[config.mk]
export PLATFORM = sky130hd
export DESIGN_NAME = sbas_l1_frame_check_core
export DESIGN_NICKNAME = d
export VERILOG_FILES = /design/src/rtl/sbasfc_pkg.sv /design/src/rtl/sbasfc_accum.sv /design/src/rtl/sbas_l1_frame_check_core.sv
export VERILOG_INCLUDE_DIRS = /design/src /design/src/rtl
export SDC_FILE = /design/constraint.sdc
export NUM_CORES = 1
export LEC_CHECK = 0
export ABC_CLOCK_PERIOD_IN_PS = 20500
export BUFFER_PORTS_ARGS = -buffer_cell sky130_fd_sc_hd__buf_4
export CORE_MARGIN = 8
export CORE_UTILIZATION = 40
export CTS_BUF_LIST = sky130_fd_sc_hd__clkbuf_16
export DETAILED_ROUTE_END_ITERATION = 6
export GPL_TIMING_DRIVEN = 0
export PLACE_DENSITY = 0.58
export SYNTH_ARGS = -nofsm -noshare
export SYNTH_HDL_FRONTEND = slang
export SYNTH_SLANG_ARGS = --single-unit
[constraint.sdc]
create_clock -name clk -period 20.5 [get_ports clk]
set_clock_uncertainty 0.05 [all_clocks]
set_input_delay 2.05 -clock clk [delete_from_list [all_inputs] [get_ports clk]]
set_output_delay 2.05 -clock clk [all_outputs]
set_load 0.05 [all_outputs]
[src/rtl/sbas_l1_frame_check_core_assert.svh]
// Assertion macros for the SBAS L1 frame check core.
`ifndef SBAS_L1_FRAME_CHECK_CORE_ASSERT_SVH
`define SBAS_L1_FRAME_CHECK_CORE_ASSERT_SVH

// Same-cycle implication, sampled on clk, off while rst_n is low.
`define SBASFC_ASSERT_NOW(label, ante, cons) \
  label: assert property (@(posedge clk) disable iff (!rst_n) (ante) |-> (cons)) \
    else $error("sbasfc same-cycle check failed");

// Next-cycle implication, sampled on clk, off while rst_n is low.
`define SBASFC_ASSERT_NEXT(label, ante, cons) \
  label: assert property (@(posedge clk) disable iff (!rst_n) (ante) |=> (cons)) \
    else $error("sbasfc next-cycle check failed");

`endif

[src/rtl/sbasfc_pkg.sv]
// Package for the SBAS L1 frame check: codes, constants, snapshot type, CRC-24Q.
`timescale 1ns / 1ps

package sbasfc_pkg;

  localparam logic [23:0] CRC_POLY        = 24'h864cfb;
  localparam logic [7:0]  PREAMBLE_A      = 8'h53;
  localparam logic [7:0]  PREAMBLE_B      = 8'h9a;
  localparam logic [7:0]  PREAMBLE_C      = 8'hc6;
  localparam int          CRC_BITS        = 226;
  localparam int          FRAME_BYTES     = 32;

  localparam logic [5:0]  HDR_BYTES       = 6'd3;
  localparam logic [5:0]  CRC_SPLIT_IDX   = 6'(CRC_BITS / 8);
  localparam logic [5:0]  LAST_BYTE_IDX   = 6'(FRAME_BYTES - 1);
  localparam logic [5:0]  IDX_MAX         = 6'h3f;

  localparam logic [5:0]  TYPE_MIXED_CORR = 6'd9;
  localparam logic [5:0]  TYPE_IGP_MASK   = 6'd18;
  localparam logic [5:0]  TYPE_IONO_DELAY = 6'd26;
  localparam logic [5:0]  TYPE_NULL       = 6'd63;
  localparam logic [3:0]  BAND_MAX        = 4'd10;
  localparam logic [3:0]  BLOCK_MAX       = 4'd13;

  typedef enum logic [2:0] {
    ST_DECODED         = 3'd0,
    ST_BYTE_COUNT      = 3'd1,
    ST_BAD_PREAMBLE    = 3'd2,
    ST_BAD_CRC         = 3'd3,
    ST_UNSUPPORTED     = 3'd4,
    ST_INVALID_CONTENT = 3'd5
  } status_t;

  // Frame state captured on the last byte, handed to the status stage.
  typedef struct packed {
    logic        count_ok;
    logic [23:0] header;
    logic [23:0] rx_crc;
    logic [23:0] calc_crc;
    logic [5:0]  padding;
  } snap_t;

  function automatic logic [23:0] crc24q_bit(input logic [23:0] crc, input logic din);
    logic fb;
    fb = crc[23] ^ din;
    crc24q_bit = {crc[22:0], 1'b0} ^ (fb ? CRC_POLY : 24'h0);
  endfunction

  // Eight bits, MSB first.
  function automatic logic [23:0] crc24q_byte(input logic [23:0] crc, input logic [7:0] din);
    logic [23:0] c;
    c = crc;
    for (int i = 7; i >= 0; i--) begin
      c = crc24q_bit(c, din[i]);
    end
    crc24q_byte = c;
  endfunction

endpackage

[src/rtl/sbasfc_accum.sv]
// Byte accumulator: byte count, running CRC-24Q, header/CRC/padding capture.
`timescale 1ns / 1ps

module sbasfc_accum (
  input  logic               clk,
  input  logic               rst_n,
  input  logic               in_valid,
  output logic               in_stall,
  input  logic [7:0]         in_data_byte,
  input  logic               in_frame_end,
  input  logic               snap_take,
  output logic               snap_valid,
  output sbasfc_pkg::snap_t  snap
);
  import sbasfc_pkg::*;

  logic [5:0]  idx_r,  idx_nxt;
  logic [23:0] crc_r,  crc_nxt;
  logic [23:0] hdr_r,  hdr_nxt;
  logic [23:0] rxs_r,  rxs_nxt;
  logic [5:0]  pad_r,  pad_nxt;
  logic        snap_valid_r;
  snap_t       snap_r;
  logic        accept;

  assign in_stall = snap_valid_r && !snap_take;
  assign accept   = in_valid && !in_stall;

  always_comb begin
    hdr_nxt = hdr_r;
    crc_nxt = crc_r;
    rxs_nxt = rxs_r;
    pad_nxt = pad_r;
    idx_nxt = (idx_r == IDX_MAX) ? idx_r : idx_r + 6'd1;
    if (!idx_r[5]) begin
      if (idx_r < HDR_BYTES) begin
        hdr_nxt = {hdr_r[15:0], in_data_byte};
      end
      if (idx_r < CRC_SPLIT_IDX) begin
        crc_nxt = crc24q_byte(crc_r, in_data_byte);
      end else if (idx_r == CRC_SPLIT_IDX) begin
        // Two CRC-covered bits, then the first six received CRC bits.
        crc_nxt = crc24q_bit(crc24q_bit(crc_r, in_data_byte[7]), in_data_byte[6]);
        rxs_nxt = {rxs_r[17:0], in_data_byte[5:0]};
      end else if (idx_r < LAST_BYTE_IDX) begin
        rxs_nxt = {rxs_r[15:0], in_data_byte};
      end else begin
        rxs_nxt = {rxs_r[21:0], in_data_byte[7:6]};
        pad_nxt = in_data_byte[5:0];
      end
    end
  end

  always_ff @(posedge clk) begin
    if (!rst_n) begin
      idx_r <= '0;
      crc_r <= '0;
      hdr_r <= '0;
      rxs_r <= '0;
      pad_r <= '0;
    end else if (accept) begin
      if (in_frame_end) begin
        idx_r <= '0;
        crc_r <= '0;
        hdr_r <= '0;
        rxs_r <= '0;
        pad_r <= '0;
      end else begin
        idx_r <= idx_nxt;
        crc_r <= crc_nxt;
        hdr_r <= hdr_nxt;
        rxs_r <= rxs_nxt;
        pad_r <= pad_nxt;
      end
    end
  end

  always_ff @(posedge clk) begin
    if (!rst_n) begin
      snap_valid_r <= 1'b0;
    end else if (accept && in_frame_end) begin
      snap_valid_r <= 1'b1;
    end else if (snap_take) begin
      snap_valid_r <= 1'b0;
    end
  end

  always_ff @(posedge clk) begin
    if (accept && in_frame_end) begin
      snap_r.count_ok <= (idx_r == LAST_BYTE_IDX);
      snap_r.header   <= hdr_nxt;
      snap_r.rx_crc   <= rxs_nxt;
      snap_r.calc_crc <= crc_nxt;
      snap_r.padding  <= pad_nxt;
    end
  end

  assign snap_valid = snap_valid_r;
  assign snap       = snap_r;

endmodule

[src/rtl/sbas_l1_frame_check_core.sv]
// Top level of the SBAS L1 frame check: accumulator plus status/result stage.
`timescale 1ns / 1ps

// SBAS L1 frame check. Feed a frame as bytes, MSB first, on in_data_byte and
// flag the final byte with in_frame_end; one result transfer follows per
// frame. The block runs CRC-24Q (poly 0x864cfb, zero init, no final xor) over
// frame bits 0..225 and compares it with the CRC carried in bits 226..249.
// Status priority: wrong byte count (frame not exactly 32 bytes; all other
// result fields zero), bad preamble (not 0x53/0x9a/0xc6), bad CRC, unsupported
// type (anything but 0-7, 9, 18, 26, 63), invalid content (band above 10, or
// type-26 block above 13). Bytes past the 32nd stay out of the CRC and the
// fields but make the byte count wrong. One byte is taken per clock, with no
// gaps between frames, while in_stall is low; the eight-bit unrolled CRC
// update in the accumulator is the longest path. Once the last byte
// transfers, the frame state is captured; its status is then decoded into
// the output register when that is empty or being drained. in_stall rises
// only when a captured frame and a held result are both waiting on out_stall.
module sbas_l1_frame_check_core (
  input  logic        clk,
  input  logic        rst_n,
  input  logic        in_valid,
  output logic        in_stall,
  input  logic [7:0]  in_data_byte,
  input  logic        in_frame_end,
  output logic        out_valid,
  input  logic        out_stall,
  output logic [2:0]  out_status,
  output logic [5:0]  out_message_type,
  output logic [7:0]  out_preamble_value,
  output logic        out_preamble_ok,
  output logic [23:0] out_received_crc,
  output logic [23:0] out_computed_crc,
  output logic        out_crc_ok,
  output logic [5:0]  out_padding_value
);
  import sbasfc_pkg::*;

  `include "sbas_l1_frame_check_core_assert.svh"

  logic    snap_valid;
  snap_t   snap;
  logic    out_load;
  logic    snap_take;

  // Decoded result of the captured frame.
  status_t     st_nxt;
  logic [7:0]  pre;
  logic [5:0]  mtype;
  logic [3:0]  band18, band26, block26;
  logic        pok, cok;

  logic        out_valid_r;
  status_t     status_r;
  logic [5:0]  mtype_r;
  logic [7:0]  pre_r;
  logic        pok_r;
  logic [23:0] rx_crc_r;
  logic [23:0] calc_crc_r;
  logic        cok_r;
  logic [5:0]  pad_r;

  sbasfc_accum u_accum (
    .clk          (clk),
    .rst_n        (rst_n),
    .in_valid     (in_valid),
    .in_stall     (in_stall),
    .in_data_byte (in_data_byte),
    .in_frame_end (in_frame_end),
    .snap_take    (snap_take),
    .snap_valid   (snap_valid),
    .snap         (snap)
  );

  // Advance the output register whenever it is empty or being drained.
  assign out_load  = !out_valid_r || !out_stall;
  assign snap_take = snap_valid && out_load;

  assign pre     = snap.header[23:16];
  assign mtype   = snap.header[15:10];
  assign band18  = snap.header[5:2];
  assign band26  = snap.header[9:6];
  assign block26 = snap.header[5:2];
  assign pok     = (pre == PREAMBLE_A) || (pre == PREAMBLE_B) || (pre == PREAMBLE_C);
  assign cok     = (snap.rx_crc == snap.calc_crc);

  always_comb begin
    if (!snap.count_ok) begin
      st_nxt = ST_BYTE_COUNT;
    end else if (!pok) begin
      st_nxt = ST_BAD_PREAMBLE;
    end else if (!cok) begin
      st_nxt = ST_BAD_CRC;
    end else if (mtype inside {[6'd0:6'd7], TYPE_MIXED_CORR, TYPE_NULL}) begin
      st_nxt = ST_DECODED;
    end else if (mtype == TYPE_IGP_MASK) begin
      st_nxt = (band18 > BAND_MAX) ? ST_INVALID_CONTENT : ST_DECODED;
    end else if (mtype == TYPE_IONO_DELAY) begin
      st_nxt = (band26 > BAND_MAX || block26 > BLOCK_MAX) ? ST_INVALID_CONTENT
                                                          : ST_DECODED;
    end else begin
      st_nxt = ST_UNSUPPORTED;
    end
  end

  always_ff @(posedge clk) begin
    if (!rst_n) begin
      out_valid_r <= 1'b0;
    end else if (out_load) begin
      out_valid_r <= snap_valid;
    end
  end

  // Payload: wrong-length frames report zeros in every field but status.
  always_ff @(posedge clk) begin
    if (snap_take) begin
      status_r   <= st_nxt;
      mtype_r    <= snap.count_ok ? mtype : '0;
      pre_r      <= snap.count_ok ? pre : '0;
      pok_r      <= snap.count_ok && pok;
      rx_crc_r   <= snap.count_ok ? snap.rx_crc : '0;
      calc_crc_r <= snap.count_ok ? snap.calc_crc : '0;
      cok_r      <= snap.count_ok && cok;
      pad_r      <= snap.count_ok ? snap.padding : '0;
    end
  end

  assign out_valid          = out_valid_r;
  assign out_status         = status_r;
  assign out_message_type   = mtype_r;
  assign out_preamble_value = pre_r;
  assign out_preamble_ok    = pok_r;
  assign out_received_crc   = rx_crc_r;
  assign out_computed_crc   = calc_crc_r;
  assign out_crc_ok         = cok_r;
  assign out_padding_value  = pad_r;

  // A wrong-length frame carries no CRC information.
  `SBASFC_ASSERT_NOW(a_count_zeroes, out_valid && out_status == ST_BYTE_COUNT, out_computed_crc == 24'h0 && !out_crc_ok && !out_preamble_ok)
  // A clean decode implies both the preamble and CRC checks passed.
  `SBASFC_ASSERT_NOW(a_decoded_checks, out_valid && out_status == ST_DECODED, out_preamble_ok && out_crc_ok && out_received_crc == out_computed_crc)
  // A good preamble never reports as a bad one.
  `SBASFC_ASSERT_NOW(a_preamble_flag, out_valid && out_preamble_ok, out_status != ST_BAD_PREAMBLE && out_status != ST_BYTE_COUNT)
  // A captured frame handed to the output stage shows up as a result.
  `SBASFC_ASSERT_NEXT(a_snap_to_out, snap_take, out_valid)

endmodule
==> results of run 1 <==
placed cells by master (no fill, tap or decap), drive strengths merged, types with 4 or more instances in the layout:
master	netlist	final
edfxtp	150	150
buf	11	100
dfxtp	86	86
and2	74	74
clkbuf	45	72
xnor2	68	68
nand2	63	63
a22oi	60	60
nor2b	58	58
nor2	30	30
o21ai	30	30
mux2	29	29
a21oi	23	23
mux2i	22	22
xor2	22	22
o22ai	15	15
a22o	15	15
a31oi	14	14
inv	6	12
nand3	9	9
clkinv	1	9
nand4	7	7
nor3	7	7
a21o	6	6
nor3b	5	5
bufinv	0	5
a211oi	4	4
nor4	4	4
a32oi	4	4
synthesized netlist by cell type (7+ instances only):
library cell / n
a21oi_1: 23
mux2_1: 23
a22oi_1: 60
o21ai_1: 25
nand3_1: 9
a31oi_1: 14
edfxtp_1: 150
buf_2: 7
xor2_1: 20
and2_1: 74
mux2i_1: 22
xnor2_1: 63
nor3_1: 7
nand4_1: 7
nor2b_1: 58
clkbuf_1: 45
o22ai_1: 15
nor2_1: 30
nand2_1: 63
a22o_1: 15
dfxtp_1: 86
logic make-up after synthesis:
group,Yosys count,synth area share
AND/OR/NAND/NOR,269,0.1351
flip-flops,236,0.5795
AO/OA/AOI/OAI,190,0.1215
XOR/XNOR,94,0.08792
buffers and inverters,63,0.02282
multiplexers,51,0.05089
adder cells (fa/ha/maj),2,0.002329
per-stage QoR:
step	worst slack, ps	util	instance area, um^2	hold WS [ps]	power (mW)
after CTS	15690	0.4801	12800	445.8	1.423
after global placement	9956	0.4434	11820	423.5	0.9327
after floorplan	12470	-	10740	383.9	0.8229
after global routing	15660	0.4801	12800	458.8	1.470
final	15710	0.4801	12800	440.5	1.422
after detailed placement	15700	0.4462	11890	438.1	0.9333
registers in the layout (all words and copies together), names as in the netlist:
| register | flops |
|---|---|
| out_preamble_ok | 1 |
| out_padding_value | 6 |
| out_status | 3 |
| u_accum.pad_r | 6 |
| u_accum.snap_valid | 1 |
| out_valid | 1 |
| u_accum.snap | 77 |
| out_crc_ok | 1 |
| out_preamble_value | 8 |
| u_accum.rxs_r | 24 |
| out_computed_crc | 24 |
| out_message_type | 6 |
| u_accum.hdr_r | 24 |
| out_received_crc | 24 |
| u_accum.idx_r | 6 |
| u_accum.crc_r | 24 |
per-layer routing:
metal  wire length, um  vias up  part of all wire
li1                  -     3536                 -
met1             13400     3626              0.47
met2             12930      265              0.45
met3              2070       26             0.072
met4               410        0             0.014
met5                 0        -                 0
final cells by class:
type,count,area share
buffer,56,0.01711
clock buffer,27,0.05280
clock inverter,21,0.01780
inverter,7,0.002053
multi-input combinational,606,0.3352
sequential,236,0.4866
tap,341,0.03334
timing repair buffer,89,0.05515
worst paths after layout:
path | startpoint | slack [ps] | end | cells after the start
hold / removal | u_accum.hdr_r[0]$_SDFFE_PN0P_ | 440 | u_accum.hdr_r[0]$_SDFFE_PN0P_ | 2
setup / recovery | out_stall | 15710 | in_stall | 4
setup reg to reg | u_accum.idx_r[0]$_SDFFE_PN0P_ | 17040 | u_accum.crc_r[18]$_SDFFE_PN0P_ | 9
hold reg to reg | u_accum.hdr_r[0]$_SDFFE_PN0P_ | 440 | u_accum.hdr_r[0]$_SDFFE_PN0P_ | 2
power breakdown:
part,switching [mW],internal [mW],leakage (nW)
sequential,0.0328,0.559,2.10
combinational,0.205,0.134,2.00
clock,0.190,0.301,0.457
worst max-delay path, stage by stage:
cell and delay [ps]:
buf_4 120, nand3_1 160, inv_1 150, buf_4 210
==> results.tsv, run 1 <==
stage	metric	value	unit
run_status	outcome	complete, no violations	
drt	Routed WL	28.81	mm
synthesis	warning count from the yosys run	0	
grt	largest net degree at the start of global routing	41	
placed_design	Port Buffers	86	
power_and_ir_drop	Leak	4.555	nW
floorplan	die area	32360	um^2
clock_network	CTS buffer count	26	
grt	met2 usage in global routing	0.2648	
clock_network	clock sink total	236	
sta	Worst-Margin Slew	1050	ps
synthesis	syn avg cell area	11.87	um^2
drt	DRC	0	
clock_network	clock latency on the worst-skew pair	530	ps
synthesis	Mapped Area	10740	um^2
grt	total gr overflow	0	
synthesis	Post-synth EDFFs	150	
synthesis	syn nets	920	
floorplan	Core Area	26650	um^2
layout	synth-to-layout area growth	19.10	%
layout	diode count	0	
synthesis	Seq/Total Area, Yosys	0.5795	
synthesis	Synth top area share	0.4192	
critical_path	CP Class	in -> out	
grt	initial antenna violation count	0	
synthesis	async set-reset flop share out of synthesis	0	
grt	All-Layer GR Usage	0.1705	
sta	fmax	208.9	MHz
synthesis	Syn Inst Count	905	
layout	Storage cell area	6226	um^2
layout	Final Non-Filler Cells	1383	
placed_design	Inst Count DP	1335	
sta	Pins Over Slew Limit	0	
critical_path	startpoint types	input pin	
synthesis	synth unique cells	59	
sta	final hold violations	0	
critical_path	CP Capture Type	output port	
critical_path	maximum fanout along the worst path	5	
worst_hold_path	min-delay worst type	reg -> reg	
floorplan	die width	179.9	um
clock_network	# hold bufs at CTS	0	
synthesis	top_reg_cell synth	edfxtp_1	
drt	TritonRoute pass-1 iters	5	
synthesis	top cells by area, synth	edfxtp_1, dfxtp_1, xnor2_1	
floorplan	Starting Density	0.4031	
critical_path	Critical Path AT	2690	ps
layout	footprint of the multi-input gates	4289	um^2
grt	first-pass GRT wire length	43.71	mm
placed_design	RePlAce Congestion	0.8922	
drt	Detail Route Antenna Nets	0	
drt	DR vias	7453	
drt	mean routed wirelength per cell	20.83	um
sta	final setup TNS	0	ps
sta	RSZ-0062 raised after global routing	no	
floorplan	FP Rows	60	
floorplan	Die H	179.9	um
sta	final setup violation count	0	
layout	Fillers	2451	
clock_network	CTS clk-pin slew, worst paths	60	ps
clock_network	clk buf depth	3	
clock_network	root buf cell	clkbuf_16	
grt	M1 GR Usage	0.2426	
grt	GRT busiest layer	met2	
synthesis	cell taking the most area after synthesis	edfxtp_1	
sta	post-route minimum period	4787	ps
drt	number of DRC markers in iteration 0	764	
grt	vias in the first global route	7205	
sta	Slew headroom	0.2977	
layout	layout cell share with drive strength beyond 1	0.1449	
power_and_ir_drop	maximum vdd drop	0.00006615	V
synthesis	synthesized flop and latch total	236	
placed_design	dpl hpwl	20.92	mm
clock_network	post-CTS sizing	0	
power_and_ir_drop	PwrDens	111.1	nW/um^2
clock_network	CTS tree	done	
layout	Final nets	1037	
clock_network	H-tree depth	1	
job	Max Cap Viol	0	
critical_path	Worst EP required	18400	ps
grt	met3 Use GR	0.03024	
clock_network	Post-CTS Setup Bufs	0	
drt	vias per cell	5.389	
sta	final period utilization	0.2335	
floorplan	I/O pin count	88	
Note: power is estimated with default switching activity, not from simulation.
==> inputs of run 2 (changes only) <==
Settings changed: ABC_CLOCK_PERIOD_IN_PS 20500 to 4800.
Clock period 20.5 ns to 4.8 ns, I/O delays scaled along.
==> run 2 against run 1 <==
- first-iteration DRC count shrank 9.4%
- cell count is the same
- largest cell class unchanged
- via count is essentially flat
- combinational power grew to 4.2 times the previous value
- setup slack lost 15000 ps
==> results.tsv, run 2 (synthesized netlist as in run 1, its figures left out) <==
stage	metric	value	unit	change
floorplan	Die H	179.9	um	unchanged
grt	met2 usage in global routing	0.2656		+0.0007631
layout	Final Instance Area	12710	um^2	-0.65%
critical_path	worst path bufs/invs	3		unchanged
power_and_ir_drop	Clk pwr share	0.325		-0.020
critical_path	critical path's slowest cell	nor2_1		
run_status	outcome	complete, no violations		
grt	initial antenna violation count	1		+1
critical_path	R2R Path Start	u_accum.idx_r[0]$_SDFFE_PN0P_		
job	Max Cap Viol	0		unchanged
clock_network	CTS clk-pin slew, worst paths	60	ps	about the same
critical_path	R2R depth	8		-1
sta	fmax	274.0	MHz	
worst_hold_path	min-delay worst type	in -> reg		
grt	met3 Use GR	0.03085		+0.0006048
sta	Pins Over Slew Limit	0		unchanged
layout	final design utilization	0.4770		-0.003146
sta	post-route minimum period	3650	ps	
clock_network	post-CTS sizing	0		unchanged
drt	Detail Route Antenna Nets	0		unchanged
grt	first-pass GRT wire length	43.64	mm	-0.16%
critical_path	crit path launch	u_accum.idx_r[0]$_SDFFE_PN0P_		
power_and_ir_drop	PwrDens	459.6	nW/um^2	+310%
grt	vias in the first global route	7060		-2.0%
clock_network	H-tree depth	1		unchanged
drt	Routed WL	28.63	mm	-0.62%
power_and_ir_drop	Seq pwr share	0.433		+0.017
floorplan	FP Rows	60		unchanged
layout	diode count	0		unchanged
grt	All-Layer GR Usage	0.1711		+0.0006374
clock_network	clock latency on the worst-skew pair	520	ps	about the same
floorplan	Core Area	26650	um^2	unchanged
critical_path	Stages on worst setup path	8		+4
grt	total gr overflow	0		unchanged
placed_design	dpl cell area	11890	um^2	unchanged
placed_design	dpl hpwl	20.72	mm	-0.98%
power_and_ir_drop	Leak	4.543	nW	-0.27%
drt	mean routed wirelength per cell	20.70	um	-0.62%
layout	layout cell share with drive strength beyond 1	0.1401		-0.004798
critical_path	Critical Path AT	3860	ps	+1170 ps
power_and_ir_drop	Total Power	5.842	mW	+310%
sta	final hold violations	0		unchanged
power_and_ir_drop	internal power	4.078	mW	+310%
critical_path	maximum fanout along the worst path	10		+5
critical_path	CP delay by family, top	simple AND/OR/NAND/NOR gates		
sta	final setup violation count	0		unchanged
grt	GRT busiest layer	met2		
placed_design	RePlAce Congestion	0.8986		+0.72%
layout	most frequent cells in the layout	edfxtp_1, buf_4, dfxtp_1		
power_and_ir_drop	Psw	1.764	mW	+310%
floorplan	die area	32360	um^2	unchanged
clock_network	Post-CTS Setup Bufs	0		unchanged
grt	largest net degree at the start of global routing	43		+4.9%
critical_path	worst r2r dst	u_accum.snap[13]$_DFFE_PP_		
clock_network	CTS tree	done		
critical_path	max incr delay on CP	930	ps	+720 ps
clock_network	CTS buffer count	26		unchanged
placed_design	Port Buffers	86		unchanged
floorplan	die width	179.9	um	unchanged
drt	DR vias	7452		-0.013%
sta	final worst setup slack	1150	ps	-14560 ps
sta	RSZ-0062 raised after global routing	no		
critical_path	Worst R2R Setup Slack	1150	ps	-15890 ps
drt	TritonRoute pass-1 iters	5		unchanged
clock_network	root buf cell	clkbuf_16		
critical_path	Worst EP required	5010	ps	-13390 ps
clock_network	clk buf depth	3		unchanged
floorplan	I/O pin count	88		unchanged
clock_network	# hold bufs at CTS	0		unchanged
layout	Fillers	2414		-1.5%
sta	Min Hold Slack	237.8	ps	-202.7 ps
worst_hold_path	hold wc startpoint	out_stall		
sta	final period utilization	0.7603		
placed_design	pre-CTS setup slack	1301	ps	-14400 ps
layout	most common cell after layout, fill and taps aside	edfxtp_1		
floorplan	Starting Density	0.4031		unchanged
layout	synth-to-layout area growth	18.32	%	
sta	Worst-Margin Slew	1115	ps	+65.09 ps
power_and_ir_drop	combinational share of power	0.242		+0.004
grt	M1 GR Usage	0.2437		+0.001066
drt	number of DRC markers in iteration 0	692		-9.4%
drt	vias per cell	5.388		about the same
critical_path	startpoint types	register		
critical_path	CP Class	reg -> reg		
power_and_ir_drop	Switching Share	0.3019		+0.0009527
clock_network	clock sink total	236		unchanged
layout	max reg flops	77		unchanged
power_and_ir_drop	maximum vdd drop	0.0003262	V	+390%
critical_path	CP Capture Type	register		
drt	DRC	0		unchanged
layout	Final nets	1037		unchanged
critical_path	CP Capture Point	u_accum.snap[13]$_DFFE_PP_		
sta	Slew headroom	0.2542		-0.04356
critical_path	crit-path cells	inv_1, ha_1, buf_2, nand4_1, nor2_1, clkbuf_1, nand2_1, a31oi_1		
==> run 2: power by group through the flow <==
stage	registers (mW)	logic (mW)	clock network [mW]
global route	2.55	1.50	2.02
global placement	2.58	1.39	0
detailed placement	2.57	1.40	0
floorplan	2.60	0.916	0
CTS	2.53	1.40	1.94
finish	2.53	1.42	1.90
==> run 2: worst min path at each step <==
stage | endpoint | cells after the start
after global placement | u_accum.hdr_r[1]$_SDFFE_PN0P_ | 2
final | out_valid$_SDFFE_PN0P_ | 3
after global routing | out_valid$_SDFFE_PN0P_ | 3
after floorplan | u_accum.hdr_r[0]$_SDFFE_PN0P_ | 2
after detailed placement | u_accum.hdr_r[0]$_SDFFE_PN0P_ | 2
after CTS | out_valid$_SDFFE_PN0P_ | 3
==> run 2: area by class of cell <==
type | count | area (um^2) | share of cell area
Multi-Input combinational cell | 606 | 4289 | 0.3374
Buffer | 56 | 219.0 | 0.01722
Tap cell | 341 | 426.7 | 0.03356
Timing Repair Buffer | 89 | 705.7 | 0.05551
Sequential cell | 236 | 6226 | 0.4898
Inverter | 7 | 26.28 | 0.002067
Clock inverter | 21 | 143.9 | 0.01132
Clock buffer | 27 | 675.6 | 0.05315
==> run 2: metal layers <==
metal	wire, um	share of wire	vias to the layer above
met5	0	0	-
met4	620	0.022	0
met3	1920	0.067	47
met2	12610	0.44	255
met1	13480	0.47	3612
li1	-	-	3538
==> run 2: metrics by stage <==
step | cells | setup TNS (ps)
6_report | 1383 | 0
2_1_floorplan | 905 | 0
3_3_place_gp | 1332 | -94560
3_5_place_dp | 1335 | 0
4_1_cts | 1383 | 0
5_1_grt | 1383 | 0
==> run 2: tightest hold or removal path: cells and delay by family <==
family	cells	cell delay (ps)
and+or+nand+nor	1	100
AOI/OAI and AO/OA	1	70
buffers and inverters	1	120
